===== src/mnep_pkg.sv =====
`default_nettype none
// ----------------------------------------------------------------------------
// MIDI note event parser package
// Shared constants, types and the result record handed between stages.
// ----------------------------------------------------------------------------
package mnep_pkg;

  localparam int unsigned ByteW  = 8;
  localparam int unsigned NoteW  = 7;
  localparam int unsigned ChanW  = 5;
  localparam int unsigned TdataW = 16;

  // Upper nibbles of the status byte that matter here.
  localparam logic [3:0] KindNoteOff   = 4'h8;
  localparam logic [3:0] KindNoteOn    = 4'h9;
  localparam logic [3:0] KindPolyPress = 4'hA;
  localparam logic [3:0] KindCtrl      = 4'hB;
  localparam logic [3:0] KindProgram   = 4'hC;
  localparam logic [3:0] KindChanPress = 4'hD;
  localparam logic [3:0] KindPitchBend = 4'hE;

  // Whole system bytes with special handling.
  localparam logic [7:0] SysexStart   = 8'hF0;
  localparam logic [7:0] TimeCodeQtr  = 8'hF1;
  localparam logic [7:0] SongPosition = 8'hF2;
  localparam logic [7:0] SongSelect   = 8'hF3;
  localparam logic [7:0] SysexEnd     = 8'hF7;

  typedef struct packed {
    logic             valid;
    logic             is_note_on;
    logic [NoteW-1:0] note_number;
    logic [NoteW-1:0] note_velocity;
  } mnep_event_t;

endpackage
`default_nettype wire


===== src/mnep_in_stage.sv =====
`default_nettype none
// ----------------------------------------------------------------------------
// MIDI note event parser input stage
// Registers one incoming byte; takes a new one when empty or as the held byte moves on.
// ----------------------------------------------------------------------------
module mnep_in_stage
  import mnep_pkg::*;
(
  input  wire logic             clk_i,
  input  wire logic             rst_ni,
  input  wire logic             in_valid_i,
  output logic                  in_ready_o,
  input  wire logic [ByteW-1:0] in_byte_i,
  input  wire logic             advance_i,
  output logic                  held_valid_o,
  output logic [ByteW-1:0]      held_byte_o
);

  logic             valid_q, valid_d;
  logic [ByteW-1:0] byte_q;
  logic             load;

  assign in_ready_o = !valid_q || advance_i;
  assign load       = in_valid_i && in_ready_o;

  always_comb begin
    valid_d = valid_q;
    if (load) begin
      valid_d = 1'b1;
    end else if (advance_i) begin
      valid_d = 1'b0;
    end
  end

  always_ff @(posedge clk_i or negedge rst_ni) begin
    if (!rst_ni) begin
      valid_q <= 1'b0;
    end else begin
      valid_q <= valid_d;
    end
  end

  always_ff @(posedge clk_i) begin
    if (load) begin
      byte_q <= in_byte_i;
    end
  end

  assign held_valid_o = valid_q;
  assign held_byte_o  = byte_q;

endmodule
`default_nettype wire


===== src/mnep_parser.sv =====
`default_nettype none
// ----------------------------------------------------------------------------
// MIDI note event parser core
// Holds the parse state and the channel filter, decodes one byte per advance.
// ----------------------------------------------------------------------------
module mnep_parser
  import mnep_pkg::*;
(
  input  wire logic             clk_i,
  input  wire logic             rst_ni,
  input  wire logic             cfg_write_i,
  input  wire logic [ChanW-1:0] cfg_data_i,
  input  wire logic             advance_i,
  input  wire logic [ByteW-1:0] byte_i,
  output mnep_event_t           event_o
);

  typedef enum logic [5:0] {
    PhIdle    = 6'b000001,
    PhSkip    = 6'b000010,
    PhOnNote  = 6'b000100,
    PhOnVel   = 6'b001000,
    PhOffNote = 6'b010000,
    PhOffTail = 6'b100000
  } phase_e;

  phase_e           phase_q, phase_d;
  logic [1:0]       skip_q, skip_d;
  logic             sysex_q, sysex_d;
  logic [NoteW-1:0] pend_q, pend_d;
  logic [ChanW-1:0] chan_sel_q;

  logic [3:0] kind;
  logic [3:0] chan;
  logic       chan_match;
  logic [1:0] skip_dec;

  assign kind       = byte_i[7:4];
  assign chan       = byte_i[3:0];
  // A negative selection (sign bit set) accepts every channel.
  assign chan_match = chan_sel_q[ChanW-1] || (chan_sel_q[3:0] == chan);
  assign skip_dec   = (skip_q != 2'd0) ? (skip_q - 2'd1) : 2'd0;

  always_comb begin
    phase_d = phase_q;
    skip_d  = skip_q;
    sysex_d = sysex_q;
    pend_d  = pend_q;
    event_o = '0;

    case (phase_q)
      PhSkip: begin
        skip_d = skip_dec;
        if (skip_dec == 2'd0) begin
          phase_d = PhIdle;
        end
      end
      PhOnNote: begin
        pend_d  = byte_i[NoteW-1:0];
        phase_d = PhOnVel;
      end
      PhOnVel: begin
        phase_d               = PhIdle;
        event_o.valid         = 1'b1;
        event_o.note_number   = pend_q;
        // The full byte decides; a set top bit still counts as a note-on.
        event_o.is_note_on    = (byte_i != '0);
        event_o.note_velocity = byte_i[NoteW-1:0];
      end
      PhOffNote: begin
        pend_d              = byte_i[NoteW-1:0];
        phase_d             = PhOffTail;
        event_o.valid       = 1'b1;
        event_o.note_number = byte_i[NoteW-1:0];
      end
      default: begin
        // Idle and the note-off tail; in the tail a data byte is dropped, a status byte is parsed.
        phase_d = PhIdle;
        if (phase_q == PhOffTail && !byte_i[7]) begin
          phase_d = PhIdle;
        end else if (byte_i == SysexEnd) begin
          sysex_d = 1'b0;
        end else if (!sysex_q) begin
          case (kind)
            KindNoteOn: begin
              if (chan_match) begin
                phase_d = PhOnNote;
              end
            end
            KindNoteOff: begin
              if (chan_match) begin
                phase_d = PhOffNote;
              end
            end
            KindPolyPress, KindCtrl, KindPitchBend: begin
              phase_d = PhSkip;
              skip_d  = 2'd2;
            end
            KindProgram, KindChanPress: begin
              phase_d = PhSkip;
              skip_d  = 2'd1;
            end
            default: begin
              if (byte_i == TimeCodeQtr || byte_i == SongSelect) begin
                phase_d = PhSkip;
                skip_d  = 2'd1;
              end else if (byte_i == SongPosition) begin
                phase_d = PhSkip;
                skip_d  = 2'd2;
              end else if (byte_i == SysexStart) begin
                sysex_d = 1'b1;
              end
            end
          endcase
        end
      end
    endcase
  end

  always_ff @(posedge clk_i or negedge rst_ni) begin
    if (!rst_ni) begin
      phase_q    <= PhIdle;
      skip_q     <= 2'd0;
      sysex_q    <= 1'b0;
      pend_q     <= '0;
      chan_sel_q <= '1;
    end else begin
      if (cfg_write_i) begin
        chan_sel_q <= cfg_data_i;
      end
      if (advance_i) begin
        phase_q <= phase_d;
        skip_q  <= skip_d;
        sysex_q <= sysex_d;
        pend_q  <= pend_d;
      end
    end
  end

endmodule
`default_nettype wire


===== src/mnep_out_stage.sv =====
`default_nettype none
// ----------------------------------------------------------------------------
// MIDI note event parser output stage
// Result register that holds a note event until the sink takes it.
// ----------------------------------------------------------------------------
module mnep_out_stage
  import mnep_pkg::*;
(
  input  wire logic         clk_i,
  input  wire logic         rst_ni,
  input  wire mnep_event_t  event_i,
  input  wire logic         advance_i,
  output logic              free_o,
  output logic              out_valid_o,
  input  wire logic         out_ready_i,
  output mnep_event_t       event_o
);

  logic        valid_q, valid_d;
  mnep_event_t event_q;
  logic        load;

  assign free_o = !valid_q || out_ready_i;
  assign load   = advance_i && event_i.valid;

  always_comb begin
    valid_d = valid_q;
    if (load) begin
      valid_d = 1'b1;
    end else if (out_ready_i) begin
      valid_d = 1'b0;
    end
  end

  always_ff @(posedge clk_i or negedge rst_ni) begin
    if (!rst_ni) begin
      valid_q <= 1'b0;
    end else begin
      valid_q <= valid_d;
    end
  end

  always_ff @(posedge clk_i) begin
    if (load) begin
      event_q <= event_i;
    end
  end

  assign out_valid_o = valid_q;
  assign event_o     = event_q;

endmodule
`default_nettype wire


===== src/midi_note_event_parser_top.sv =====
`default_nettype none
// ----------------------------------------------------------------------------
// MIDI note event parser
// Turns a raw MIDI byte stream into note-on and note-off events.
// ----------------------------------------------------------------------------
// Path: an accepted byte sits in the input register, then is decoded into the
// result register, where the note event it completes is presented to the sink.
// Throughput: one byte per cycle; the input register frees as its byte is
// decoded, and decoding only waits while an unclaimed event blocks the result.
// Reset: asynchronous, active low; parse state goes idle, SysEx is cleared,
// and the channel filter returns to "accept every channel".
module midi_note_event_parser_top
  import mnep_pkg::*;
(
  input  wire logic              clk_i,
  input  wire logic              rst_ni,
  // Configuration: channel select, signed, 0..15, negative accepts all.
  input  wire logic              cfg_valid_i,
  output logic                   cfg_ready_o,
  input  wire logic [ChanW-1:0]  cfg_data_i,
  // Byte stream in.
  input  wire logic              s_axis_tvalid,
  output logic                   s_axis_tready,
  input  wire logic [ByteW-1:0]  s_axis_tdata,   // [7:0] midi_byte
  // Note events out.
  output logic                   m_axis_tvalid,
  input  wire logic              m_axis_tready,
  output logic [TdataW-1:0]      m_axis_tdata,   // [6:0] note_number,
                                                 // [13:7] note_velocity, rest 0
  output logic                   m_axis_tuser    // [0] is_note_on
);

  logic             held_valid;
  logic [ByteW-1:0] held_byte;
  logic             out_free;
  logic             advance;
  mnep_event_t      dec_event;
  mnep_event_t      out_event;

  // The channel register may be written at any time; the user is to write it only
  // while no request is in flight, as the block itself does not enforce this.
  assign cfg_ready_o = 1'b1;

  // A held byte is decoded whenever the result register can take whatever
  // it produces. Bytes that produce nothing could go even without that, but
  // tying them together keeps the control to a single condition.
  assign advance = held_valid && out_free;

  mnep_in_stage u_in_stage (
    .clk_i        (clk_i),
    .rst_ni       (rst_ni),
    .in_valid_i   (s_axis_tvalid),
    .in_ready_o   (s_axis_tready),
    .in_byte_i    (s_axis_tdata),
    .advance_i    (advance),
    .held_valid_o (held_valid),
    .held_byte_o  (held_byte)
  );

  mnep_parser u_parser (
    .clk_i       (clk_i),
    .rst_ni      (rst_ni),
    .cfg_write_i (cfg_valid_i && cfg_ready_o),
    .cfg_data_i  (cfg_data_i),
    .advance_i   (advance),
    .byte_i      (held_byte),
    .event_o     (dec_event)
  );

  mnep_out_stage u_out_stage (
    .clk_i       (clk_i),
    .rst_ni      (rst_ni),
    .event_i     (dec_event),
    .advance_i   (advance),
    .free_o      (out_free),
    .out_valid_o (m_axis_tvalid),
    .out_ready_i (m_axis_tready),
    .event_o     (out_event)
  );

  // Pack the event: note in the low bits, velocity above it, zero padding.
  assign m_axis_tdata = {
    {(TdataW - 2 * NoteW){1'b0}},
    out_event.note_velocity,
    out_event.note_number
  };
  assign m_axis_tuser = out_event.is_note_on;

endmodule
`default_nettype wire

===== config.mk =====
export PLATFORM = sky130hd
export DESIGN_NAME = midi_note_event_parser_top
export DESIGN_NICKNAME = d
export VERILOG_FILES = /design/src/mnep_pkg.sv /design/src/mnep_in_stage.sv /design/src/mnep_parser.sv /design/src/mnep_out_stage.sv /design/src/midi_note_event_parser_top.sv
export SDC_FILE = /design/constraint.sdc
export NUM_CORES = 1
export LEC_CHECK = 0
export ABC_AREA = 1
export BUFFER_PORTS_ARGS = -buffer_cell sky130_fd_sc_hd__buf_4
export CELL_PAD_IN_SITES_DETAIL_PLACEMENT = 1
export CELL_PAD_IN_SITES_GLOBAL_PLACEMENT = 1
export CORE_ASPECT_RATIO = 1.4
export CORE_MARGIN = 8
export CORE_UTILIZATION = 42
export CTS_CLUSTER_SIZE = 24
export DETAILED_ROUTE_END_ITERATION = 6
export GPL_ROUTABILITY_DRIVEN = 0
export GPL_TIMING_DRIVEN = 0
export PLACE_DENSITY = 0.89
export SLEW_MARGIN = 0
export SYNTH_ARGS = -nofsm -noshare
export SYNTH_HDL_FRONTEND = slang
export SYNTH_SLANG_ARGS = --single-unit

===== constraint.sdc =====
create_clock -name clk_i -period 2.5 [get_ports clk_i]
set_input_delay 0.5 -clock clk_i [delete_from_list [all_inputs] [get_ports clk_i]]
set_output_delay 0.5 -clock clk_i [all_outputs]
set_load 0.05 [all_outputs]

After elaboration in Yosys (flattened, before gate mapping)
Index checks and enable logic that the tools add are counted.

Register bits after elaboration: 46. Input port bits: 18. Output and inout bits: 20.

$add $sub $neg: 1. Eq/ne operators: 23. Muxes and demuxes: 30. Bitwise operators: 3. Reductions and logical operators: 30.

Operator list (count): 8-bit equality test (second input constant) (5); 6-bit two-way mux (5); 4-bit equality test (second input constant) (7); 6-bit one-hot mux with 4 select lines (1); 6-bit one-hot mux with 3 select lines (1); 2-bit two-way mux (7); 7-bit one-hot mux with 2 select lines (1); 1-bit two-way mux (11); 8-bit nonzero test (1); 2-bit OR reduction (4); 7-bit AND reduction (1); 7-bit OR reduction (1); 6-bit by 2-bit equality test with 1-bit output (second input constant) (1); 6-bit by 3-bit equality test with 1-bit output (second input constant) (1); 6-bit by 4-bit equality test with 1-bit output (second input constant) (1); 6-bit by 5-bit equality test with 1-bit output (second input constant) (1); 6-bit equality test (second input constant) (1); 2-bit inequality test (second input constant) (3); 2-bit one-hot mux with 3 select lines (1); 2-bit nonzero test (3); 3-bit OR reduction (2); 5-bit two-way mux (1); 5-bit nonzero test (1); 5-bit OR reduction (1); other kinds (13) (25).

Logic depth before layout (Yosys ltp)
Gate-level depths: netlist (run 1).

Depth in word-level cells: 8. Mapped depth: 10. Gate-level depth less buffers: 10.

Modules after synthesis
A second synthesis (run 1) with hierarchy kept.

Cells, all modules: 233. Area total of the unflattened synthesis: 2194.6 µm².

By module, submodules not included: mnep_parser (instances 1, cells an instance 190, area each 1342.5 µm²); mnep_out_stage (instances 1, cells an instance 22, area each 529.3 µm²); mnep_in_stage (instances 1, cells an instance 14, area each 285.3 µm²); midi_note_event_parser_top (instances 1, cells an instance 7, area each 37.5 µm²).

Least setup slack after synthesis (run 1)
OpenSTA, ideal clock, no wires.

Path type: register to register. Start point: reg u_out_stage.valid_q (netlist: u_out_stage.out_valid_o). End point: reg u_out_stage.event_q (netlist bit u_out_stage.event_o[0]) (enable). Setup time: 0.386 ns. Data arrival time: 1.662 ns. Required time: 2.114 ns. Path slack: 0.452 ns. Stages on the path, launching flop included: 4. Buffers on the path: 0. Cell sequence: dfrtp_1 -> a21oi_4 -> inv_1 -> nor2_1.

Longest elaborated chain between the ends: 4.

RTL lines: from (decl) (RTL line mnep_out_stage.sv:19) `logic valid_q, valid_d;`; from (signal assigned) (RTL line mnep_out_stage.sv:39) `valid_q <= valid_d;`; 1-bit logical NOT (RTL line mnep_out_stage.sv:23) `assign free_o = !valid_q || out_ready_i;`; 1-bit logical OR (RTL line mnep_out_stage.sv:23); 1-bit logical AND (RTL line midi_note_event_parser_top.sv:47) `assign advance = held_valid && out_free;`; 1-bit logical AND (RTL line mnep_out_stage.sv:24) `assign load = advance_i && event_i.valid;`; net u_out_stage.load (RTL line mnep_out_stage.sv:21) `logic load;`; to (signal assigned) (RTL line mnep_out_stage.sv:45) `event_q <= event_i;`; to (decl) (RTL line mnep_out_stage.sv:20) `mnep_event_t event_q;`.

The timed path passes the listed nets, and every way through them passes these cells. A chain may end at the register's enable or synchronous reset.

Worst setup path after layout (run 1)
Start point: reg u_parser.phase_q[4]. End point: reg u_out_stage.event_q (netlist bit u_out_stage.event_o[14]) (enable).

Longest elaborated chain between the ends: 4.

RTL lines: from (decl) (RTL line mnep_parser.sv:27) `phase_e phase_q, phase_d;`; from (signal assigned) (RTL line mnep_parser.sv:122) `phase_q <= PhIdle;`; from (signal assigned) (RTL line mnep_parser.sv:132) `phase_q <= phase_d;`; 6-bit by 4-bit equality test with 1-bit output / 6-bit by 5-bit equality test with 1-bit output (equally long branches) (RTL line mnep_parser.sv:51) `case (phase_q)`; 2-bit OR reduction (no source line) (*); 1-bit two-way mux (*) (RTL line mnep_parser.sv:51); 1-bit logical AND (*) (RTL line mnep_out_stage.sv:24); net u_out_stage.load (RTL line mnep_out_stage.sv:21).

Mark *: on every way through the listed nets, which the timed path passes. The rest lies on a longest branch.

==> results.rst, run 1 <==
.. list-table::
   :header-rows: 1

   * - Metric
     - Value
   * - Number of flops mapped to enable cells by yosys
     - 23
   * - Leftover overflow at the end of global routing
     - 0
   * - Routed WL per cell
     - 13.8 µm
   * - Antenna violations before repair
     - 0
   * - Run status
     - finished clean
   * - Final worst clock skew
     - around 0.0084 ns
   * - Peak clock frequency supported by timing
     - between 400 and 500 MHz
   * - Post-synthesis sequential area ratio
     - 0.568
   * - First DRT Iteration DRCs
     - 80
   * - Buffers plus inverters on the worst setup path
     - 1
   * - Layout Area Growth over Synthesis
     - 19.1%
   * - Worst hold slack
     - 0.0621 ns
   * - Cell Chain, Critical Path
     - nor2_2 -> nand4_2 -> nand2_1 -> inv_1 -> nor2_2
   * - Overall die height
     - slightly above 100 µm
   * - Number of max-cap violations
     - 0
   * - Crit path arrival time
     - about 2.1 ns
   * - Via count of the first global-routing pass
     - 1787
   * - Die Area
     - approximately 0.0080 mm²
   * - Number of cells produced by synthesis
     - 234
   * - Leakage power of the design
     - 1.19 nW
   * - Fin. Hold Viols
     - 0
   * - Dominant synthesized flop cell
     - edfxtp_1
   * - First-pass GRT wire length
     - about 8000 µm
   * - Die extent in x
     - 77.8 µm
   * - Total Power Consumption
     - between 1.5 and 2 mW
   * - CTS Sinks
     - 46
   * - Family with the most delay on the worst path
     - simple AND/OR/NAND/NOR gates
   * - Number of buffers between clock root and the deepest sink
     - 2
   * - Post-synthesis cell area
     - between 0.002 and 0.0025 mm²
   * - Routed Wire Length
     - ~4700 µm
   * - Post-detailed-route count of antenna-violating nets
     - 0
   * - Count of fill cells added during filler insertion
     - between 600 and 700
   * - Master cell of the clock root buffer
     - clkbuf_8
   * - Maximum fanout along the worst path
     - 15
   * - HPWL Detailed
     - about 3700 µm
   * - Hold-fix buffers at CTS
     - 0
   * - Worst-Skew Late Latency
     - 0.31 ns
   * - TritonCTS clock tree
     - yes
   * - Overall via count from detail_route
     - approximately 1700
   * - Total global routing track utilization
     - 0.126
   * - Peak VDD IR
     - just under 0.4 mV
   * - Net total in the final layout
     - between 200 and 300
   * - Critical path type
     - register to register
   * - Antenna diodes
     - 0
   * - Clock buffer count from CTS
     - 5
   * - CORE AREA
     - 0.00516 mm²
   * - Number of storage elements in the synthesis netlist
     - 46
   * - Unique masters post-synth
     - 30
   * - Cell count after placement
     - 334
   * - Maximum number of pins on one net before global-route repair
     - 24
   * - First drt pass iteration count
     - 4
   * - Cell mode on critical path
     - nor2_2
   * - Element type at the critical path end
     - register
   * - Number of gates given a new drive strength after cts
     - 1
   * - Number of warnings reported in the yosys synthesis log
     - 0
   * - CP Launch Type
     - register
   * - Post-Syn Area per Cell
     - 9.58 µm²
   * - Initial cell density of the core
     - 0.435
   * - HP Class
     - primary input to asynchronous set/reset pin
   * - Critical-path cell with the highest stage delay
     - nor2_2
   * - Pwr/cell area
     - ~630 mW/mm²
   * - Share of layout cells above drive strength 1
     - 0.344
   * - Max-Slew Margin vs Limit
     - 0.491
   * - Setup Buffers After CTS
     - 0
   * - Final Non-Filler Cells
     - around 340
   * - Proportion of synthesized flip-flops having asynchronous set or reset
     - 0.500
   * - DR DRC count
     - 0
   * - Num ports
     - 38
   * - Shortest clock period the worst path allows after layout
     - between 2 and 2.5 ns
   * - Part of the cycle the worst path needs
     - 0.872
   * - Final Max Slew Viols
     - 0
   * - H-tree levels
     - 2
   * - Data required time of the critical path
     - 2.44 ns
   * - I/O Buffers
     - 33
   * - Register clock-pin slew on the reported worst setup and hold paths
     - roughly 0.09 ns
   * - Placed instance area
     - between 0.002 and 0.003 mm²
   * - Count of endpoints failing setup in the final report
     - 0
   * - Total non-filler cell area in the finished layout
     - about 0.0027 mm²
   * - Avg Vias per Cell
     - ~4.9
   * - Measured slew at the worst slew-check pin
     - ~0.76 ns
   * - Peak per-stage delay on the critical path
     - about 0.58 ns
   * - Unrepaired setup endpoints after global routing
     - no
   * - FP Rows
     - 31
[worst register-to-register path: cells and delay by family, from the launching register on]
family | cells | cell delay [ns]
AND/OR/NAND/NOR | 4 | 1.29
flip-flops | 1 | 0.44
buffers and inverters | 1 | 0.08
[cell families (layout without fill, tap and decap cells)]
| logic type | Yosys count | count (layout) | synth area share |
|---|---|---|---|
| compound gates | 32 | 32 | 0.0926 |
| other cells | 2 | 3 | 0.00335 |
| simple gates | 115 | 115 | 0.262 |
| buf+inv | 39 | 80 | 0.0742 |
| flops | 46 | 46 | 0.568 |
[layout make-up]
type                    instances  area (µm²)  share of cell area
plain buffers                   6        42.5              0.0159
clock buffers                   5        68.8              0.0258
clock inverters                 3        23.8             0.00890
inverters                      33         124              0.0464
multi-input cells             150         808               0.303
flip-flops and latches         46        1270               0.477
well taps                      66        82.6              0.0309
repair buffers                 33         248              0.0927
[synthesized netlist by cell type (3+ instances only)]
library cell  instances  share of area
nor2_4                5          0.025
buf_4                 3          0.010
o21ai_2               7          0.027
nand3_2               4          0.018
o21ai_0               6          0.013
o21ai_1               5          0.011
nor2_2                7          0.020
dfrtp_1              17           0.19
dfstp_2               6          0.070
edfxtp_1             23           0.31
nand2_2              10          0.028
nor3_1                4         0.0089
inv_2                 4         0.0067
o22ai_1               7          0.020
nor2_1               21          0.035
nand3_1               4         0.0089
nand2_1              55          0.092
inv_1                28          0.047
a21oi_1               5          0.011
[metrics by stage]
| step | setup TNS, ns | worst slack [ns] | utilization |
|---|---|---|---|
| detailed placement | -0.0625 | -0.00489 | 0.499 |
| finish | 0 | 0.320 | 0.518 |
| floorplan | 0 | 0.452 | - |
| global route | 0 | 0.165 | 0.518 |
| CTS | 0 | 0.321 | 0.518 |
| global placement | 0 | 0.0447 | 0.499 |
[sequential cells by signal, summed over array words and instances (netlist names)]
signal	cells
u_parser.pend_q	7
u_in_stage.held_byte_o	8
u_parser.sysex_q	1
u_in_stage.held_valid_o	1
u_out_stage.event_o	15
u_out_stage.out_valid_o	1
u_parser.phase_q	6
u_parser.skip_q	2
u_parser.chan_sel_q	5
[per-layer routing]
metal / vias up / track usage / part of all wire
met3: 7 / 0.0335 / 0.045
met5: - / 0 / 0
met4: 0 / 0.0496 / 0.018
li1: 831 / - / -
met1: 792 / 0.129 / 0.40
met2: 35 / 0.236 / 0.54
[worst paths after layout]
| kind | start | cells past startpoint | slack (ns) | to |
|---|---|---|---|---|
| max in group asynchronous | rst_ni | 1 | 2.15 | u_parser.phase_q[0]$_DFFE_PN1P_ |
| worst min register to register | u_parser.skip_q[1]$_DFFE_PN0P_ | 2 | 0.49 | u_parser.skip_q[1]$_DFFE_PN0P_ |
| worst max-delay path | u_parser.phase_q[4]$_DFFE_PN0P_ | 5 | 0.32 | u_out_stage.event_o[14]$_SDFFCE_PP0P_ |
| worst max register to register | u_parser.phase_q[4]$_DFFE_PN0P_ | 5 | 0.32 | u_out_stage.event_o[14]$_SDFFCE_PP0P_ |
| min in group clk_i | s_axis_tdata[0] | 1 | 0.36 | u_in_stage.held_byte_o[0]$_DFFE_PP_ |
| worst min-delay path | rst_ni | 1 | 0.06 | u_parser.pend_q[2]$_DFFE_PN0P_ |
[cell usage in the layout (no fill, tap or decap), types with 3 or more instances in the layout]
cell / instances
o21ai_0: 6
inv_2: 4
inv_1: 28
dfstp_2: 6
nor2_1: 20
nor2_2: 8
buf_4: 36
nor2_4: 5
o22ai_1: 7
a21oi_1: 5
dfrtp_1: 17
nand2_2: 10
clkbuf_8: 5
conb_1: 3
nand2_1: 55
o21ai_2: 7
nand3_2: 4
nor3_1: 4
edfxtp_1: 23
o21ai_1: 5
nand3_1: 4
[where the power goes]
group,total [mW],switching [mW],internal [mW]
registers,0.932,0.0553,0.877
logic,0.290,0.181,0.109
clock network,0.469,0.269,0.200
total,1.69,0.505,1.19
Note: power is estimated with default switching activity, not from simulation.
==> run 2, diff against run 1 <==
--- a/config.mk
+++ b/config.mk
@@ -5,18 +5,17 @@
 export SDC_FILE = /design/constraint.sdc
 export NUM_CORES = 1
 export LEC_CHECK = 0
-export ABC_AREA = 1
-export BUFFER_PORTS_ARGS = -buffer_cell sky130_fd_sc_hd__buf_4
+export BUFFER_PORTS_ARGS = -buffer_cell sky130_fd_sc_hd__buf_2
 export CELL_PAD_IN_SITES_DETAIL_PLACEMENT = 1
 export CELL_PAD_IN_SITES_GLOBAL_PLACEMENT = 1
 export CORE_ASPECT_RATIO = 1.4
 export CORE_MARGIN = 8
-export CORE_UTILIZATION = 42
+export CORE_UTILIZATION = 44
 export CTS_CLUSTER_SIZE = 24
 export DETAILED_ROUTE_END_ITERATION = 6
 export GPL_ROUTABILITY_DRIVEN = 0
 export GPL_TIMING_DRIVEN = 0
-export PLACE_DENSITY = 0.89
+export PLACE_DENSITY = 0.9
 export SLEW_MARGIN = 0
 export SYNTH_ARGS = -nofsm -noshare
 export SYNTH_HDL_FRONTEND = slang
==> results.rst, run 2 <==
.. list-table::
   :header-rows: 1

   * - Metric
     - Value
   * - Fin. Hold Viols
     - 0 (unchanged)
   * - Largest register FFs
     - 15 (unchanged)
   * - Routed WL per cell
     - 16.5 µm (+20%)
   * - Die Area
     - 0.00712 mm² (-11%)
   * - Num ports
     - 38 (unchanged)
   * - Sequential share of power
     - 0.589 (+0.038)
   * - Number of buffers between clock root and the deepest sink
     - 2 (unchanged)
   * - Logic pwr share
     - 0.127 (-0.044)
   * - Post-synthesis cell area
     - 0.00205 mm² (-8.8%)
   * - HP Class
     - primary input to asynchronous set/reset pin
   * - Proportion of synthesized flip-flops having asynchronous set or reset
     - 0.500 (unchanged)
   * - Share of Yosys cell area claimed by the top area cell type
     - 0.338 (+0.0296)
   * - FP Rows
     - 29 (-6.5%)
   * - Post-synthesis sequential area ratio
     - 0.623 (+0.0545)
   * - Register clock-pin slew on the reported worst setup and hold paths
     - 0.09 ns (about the same)
   * - Top cell type by total area after synthesis
     - edfxtp_1
   * - Number of cells produced by synthesis
     - 159 (-32%)
   * - Total non-filler cell area in the finished layout
     - 0.00239 mm² (-10%)
   * - Count of fill cells added during filler insertion
     - 514 (-15%)
   * - Peak VDD IR
     - 0.416 mV (+7.9%)
   * - Peak per-stage delay on the critical path
     - 0.60 ns (+0.02 ns)
   * - Multi-input logic area
     - 737 µm² (-8.8%)
   * - Crit path arrival time
     - 2.27 ns (+0.15 ns)
   * - Maximum fanout along the worst path
     - 15 (unchanged)
   * - HPWL Detailed
     - 3340 µm (-10%)
   * - Peak clock frequency supported by timing
     - 434 MHz (-5.4%)
   * - Switching power
     - 0.420 mW (-17%)
   * - Max-Slew Margin vs Limit
     - 0.648 (+0.158)
   * - Measured slew at the worst slew-check pin
     - 0.527 ns (-0.236 ns)
   * - Net total in the final layout
     - 219 (-25%)
   * - Maximum number of pins on one net before global-route repair
     - 24 (unchanged)
   * - Leftover overflow at the end of global routing
     - 0 (unchanged)
   * - Initial cell density of the core
     - 0.455 (+0.0200)
   * - Worst-Skew Late Latency
     - 0.30 ns (about the same)
   * - Share of total power in the clock network
     - 0.284 (+0.007)
   * - Element type at the critical path end
     - register
   * - Hold-fix buffers at CTS
     - 0 (unchanged)
   * - TritonCTS clock tree
     - yes
   * - Overall via count from detail_route
     - 1435 (-14%)
   * - Avg Vias per Cell
     - 5.44 (+12%)
   * - Total internal power
     - 1.17 mW (-0.98%)
   * - Cell Chain, Critical Path
     - or4_4 -> nor2_2 -> nor2_1 -> nor2_4
   * - Critical path type
     - register to register
   * - Number of max-cap violations
     - 0 (unchanged)
   * - First-pass GRT wire length
     - 7420 µm (-7.6%)
   * - Critical-path cell with the highest stage delay
     - or4_4
   * - Part of the cycle the worst path needs
     - 0.922 (+0.0496)
   * - Final Max Slew Viols
     - 0 (unchanged)
   * - Overall die height
     - 96.7 µm (-5.6%)
   * - I/O Buffers
     - 34 (+3.0%)
   * - Master cell of the clock root buffer
     - clkbuf_8
   * - Unrepaired setup endpoints after global routing
     - no
   * - First drt pass iteration count
     - 5 (+1)
   * - Final standard cell utilization of the core
     - 0.532 (+0.0144)
   * - Post-detailed-route count of antenna-violating nets
     - 0 (unchanged)
   * - Synth area leaders
     - edfxtp_1, dfrtp_1, dfstp_2
   * - Most frequent cell after synthesis
     - edfxtp_1
   * - Leakage power of the design
     - 1.03 nW (-14%)
   * - Routed Wire Length
     - 4370 µm (-7.4%)
   * - Cell count after placement
     - 256 (-23%)
   * - CTS Sinks
     - 46 (unchanged)
   * - Share of layout cells above drive strength 1
     - 0.356 (+0.0122)
   * - Final Non-Filler Cells
     - 264 (-23%)
   * - Layout Area Growth over Synthesis
     - 17.1%
   * - Data required time of the critical path
     - 2.47 ns (+0.03 ns)
   * - Final worst clock skew
     - 0.0102 ns (+0.00187 ns)
   * - Placed instance area
     - 0.00230 mm² (-11%)
   * - First DRT Iteration DRCs
     - 66 (-18%)
   * - Run status
     - finished clean
   * - Antenna violations before repair
     - 0 (unchanged)
   * - Clock buffer count from CTS
     - 5 (unchanged)
   * - Switching portion of total power
     - 0.264 (-0.0350)
   * - Family with the most delay on the worst path
     - simple AND/OR/NAND/NOR gates
   * - Total global routing track utilization
     - 0.132 (+0.00585)
   * - Via count of the first global-routing pass
     - 1574 (-12%)
   * - Number of gates given a new drive strength after cts
     - 2 (+1)
   * - Die extent in x
     - 73.6 µm (-5.3%)
   * - CP Launch Type
     - register
   * - CORE AREA
     - 0.00450 mm² (-13%)
   * - Commonest cells after routing, fill and taps aside
     - buf_2, edfxtp_1, dfrtp_1
   * - Total Power Consumption
     - 1.59 mW (-5.7%)
   * - DR DRC count
     - 0 (unchanged)
   * - Leading cell types by count after synthesis
     - edfxtp_1, dfrtp_1, mux2_2
   * - Shortest clock period the worst path allows after layout
     - 2.30 ns (+0.124 ns)
   * - Number of flops mapped to enable cells by yosys
     - 23 (unchanged)
   * - Buffers plus inverters on the worst setup path
     - 0 (-1)
   * - Count of endpoints failing setup in the final report
     - 0 (unchanged)
   * - Antenna diodes
     - 0 (unchanged)
   * - H-tree levels
     - 2 (unchanged)
   * - Most common cell after layout, fill and taps aside
     - buf_2
   * - Post-Syn Area per Cell
     - 12.9 µm² (+34%)
   * - Setup Buffers After CTS
     - 0 (unchanged)
   * - Register area
     - 0.00127 mm² (unchanged)
   * - Number of storage elements in the synthesis netlist
     - 46 (unchanged)
   * - Unique masters post-synth
     - 45 (+50%)
   * - Dominant synthesized flop cell
     - edfxtp_1
   * - Number of warnings reported in the yosys synthesis log
     - 0 (unchanged)
   * - Pwr/cell area
     - 666 mW/mm² (+5.2%)
run 2: cell count changes after synthesis, moves of 5 or more:
cell      previous run  this run
nand2b_1             0         5
nor2_1              21         8
nand2_2             10         1
o21ai_2              7         0
inv_1               28         2
nor2_2               7         1
and2_1               0         8
nand2_1             55        10
nor4_1               0         6
nor2_4               5         0
mux2_2               0        12
o22ai_1              7         0
a22o_1               0         7
run 2: cells by family (layout without fill, tap and decap cells):
family          count (synthesis)  in the layout  share of synthesized area
xor+xnor                        4              4                     0.0171
simple gates                   57             57                      0.165
flops                          46             46                      0.623
compound gates                 29             29                      0.103
mux                            12             12                     0.0661
buf+inv                         9             51                     0.0226
other cells                     2              3                    0.00367
run 2: final timing paths:
path                                                 start                                   to  slack (ns)  depth (start not counted)
max                        u_parser.phase_q[1]$_DFFE_PN0P_     u_out_stage.event_o[9]$_DFFE_PP_        0.20                          4
min                                                 rst_ni       u_parser.pend_q[2]$_DFFE_PN0P_        0.16                          1
max reg2reg                u_parser.phase_q[1]$_DFFE_PN0P_     u_out_stage.event_o[9]$_DFFE_PP_        0.20                          4
min reg2reg                 u_parser.pend_q[4]$_DFFE_PN0P_       u_parser.pend_q[4]$_DFFE_PN0P_        0.49                          2
max in group asynchronous                           rst_ni      u_parser.phase_q[0]$_DFFE_PN1P_        1.96                          1
min in group clk_i                         s_axis_tdata[2]  u_in_stage.held_byte_o[2]$_DFFE_PP_        0.37                          1
run 2: per-layer routing:
layer  up-vias  wire [µm]  global-route usage
met5         -          0                   0
met4         0        114              0.0603
met3        11        176              0.0248
met2        40       2370               0.236
met1       712       1710               0.140
li1        672          -                   -
run 2: cell type report:
class | instances | area share
Timing Repair Buffer | 34 | 0.0711
Buffer | 7 | 0.0162
Clock buffer | 5 | 0.0287
Multi-Input combinational cell | 105 | 0.308
Clock inverter | 3 | 0.00888
Inverter | 2 | 0.00313
Tap cell | 62 | 0.0324
Sequential cell | 46 | 0.532
run 2: power by group through the flow:
stage | sequential [mW] | combinational, mW | clock [mW]
floorplan | 0.936 | 0.151 | 0
global placement | 0.947 | 0.193 | 0
finish | 0.940 | 0.202 | 0.452
CTS | 0.937 | 0.205 | 0.463
detailed placement | 0.953 | 0.203 | 0
global route | 0.951 | 0.225 | 0.486
run 2: per-stage QoR:
| stage | hold WS (ns) | setup TNS [ns] | setup WS (ns) |
|---|---|---|---|
| floorplan | 0.204 | 0 | 0.108 |
| global placement | 0.463 | -4.09 | -0.273 |
| detailed placement | 0.477 | -4.62 | -0.309 |
| CTS | 0.178 | 0 | 0.201 |
| global route | 0.197 | 0 | 0.122 |
| finish | 0.161 | 0 | 0.196 |
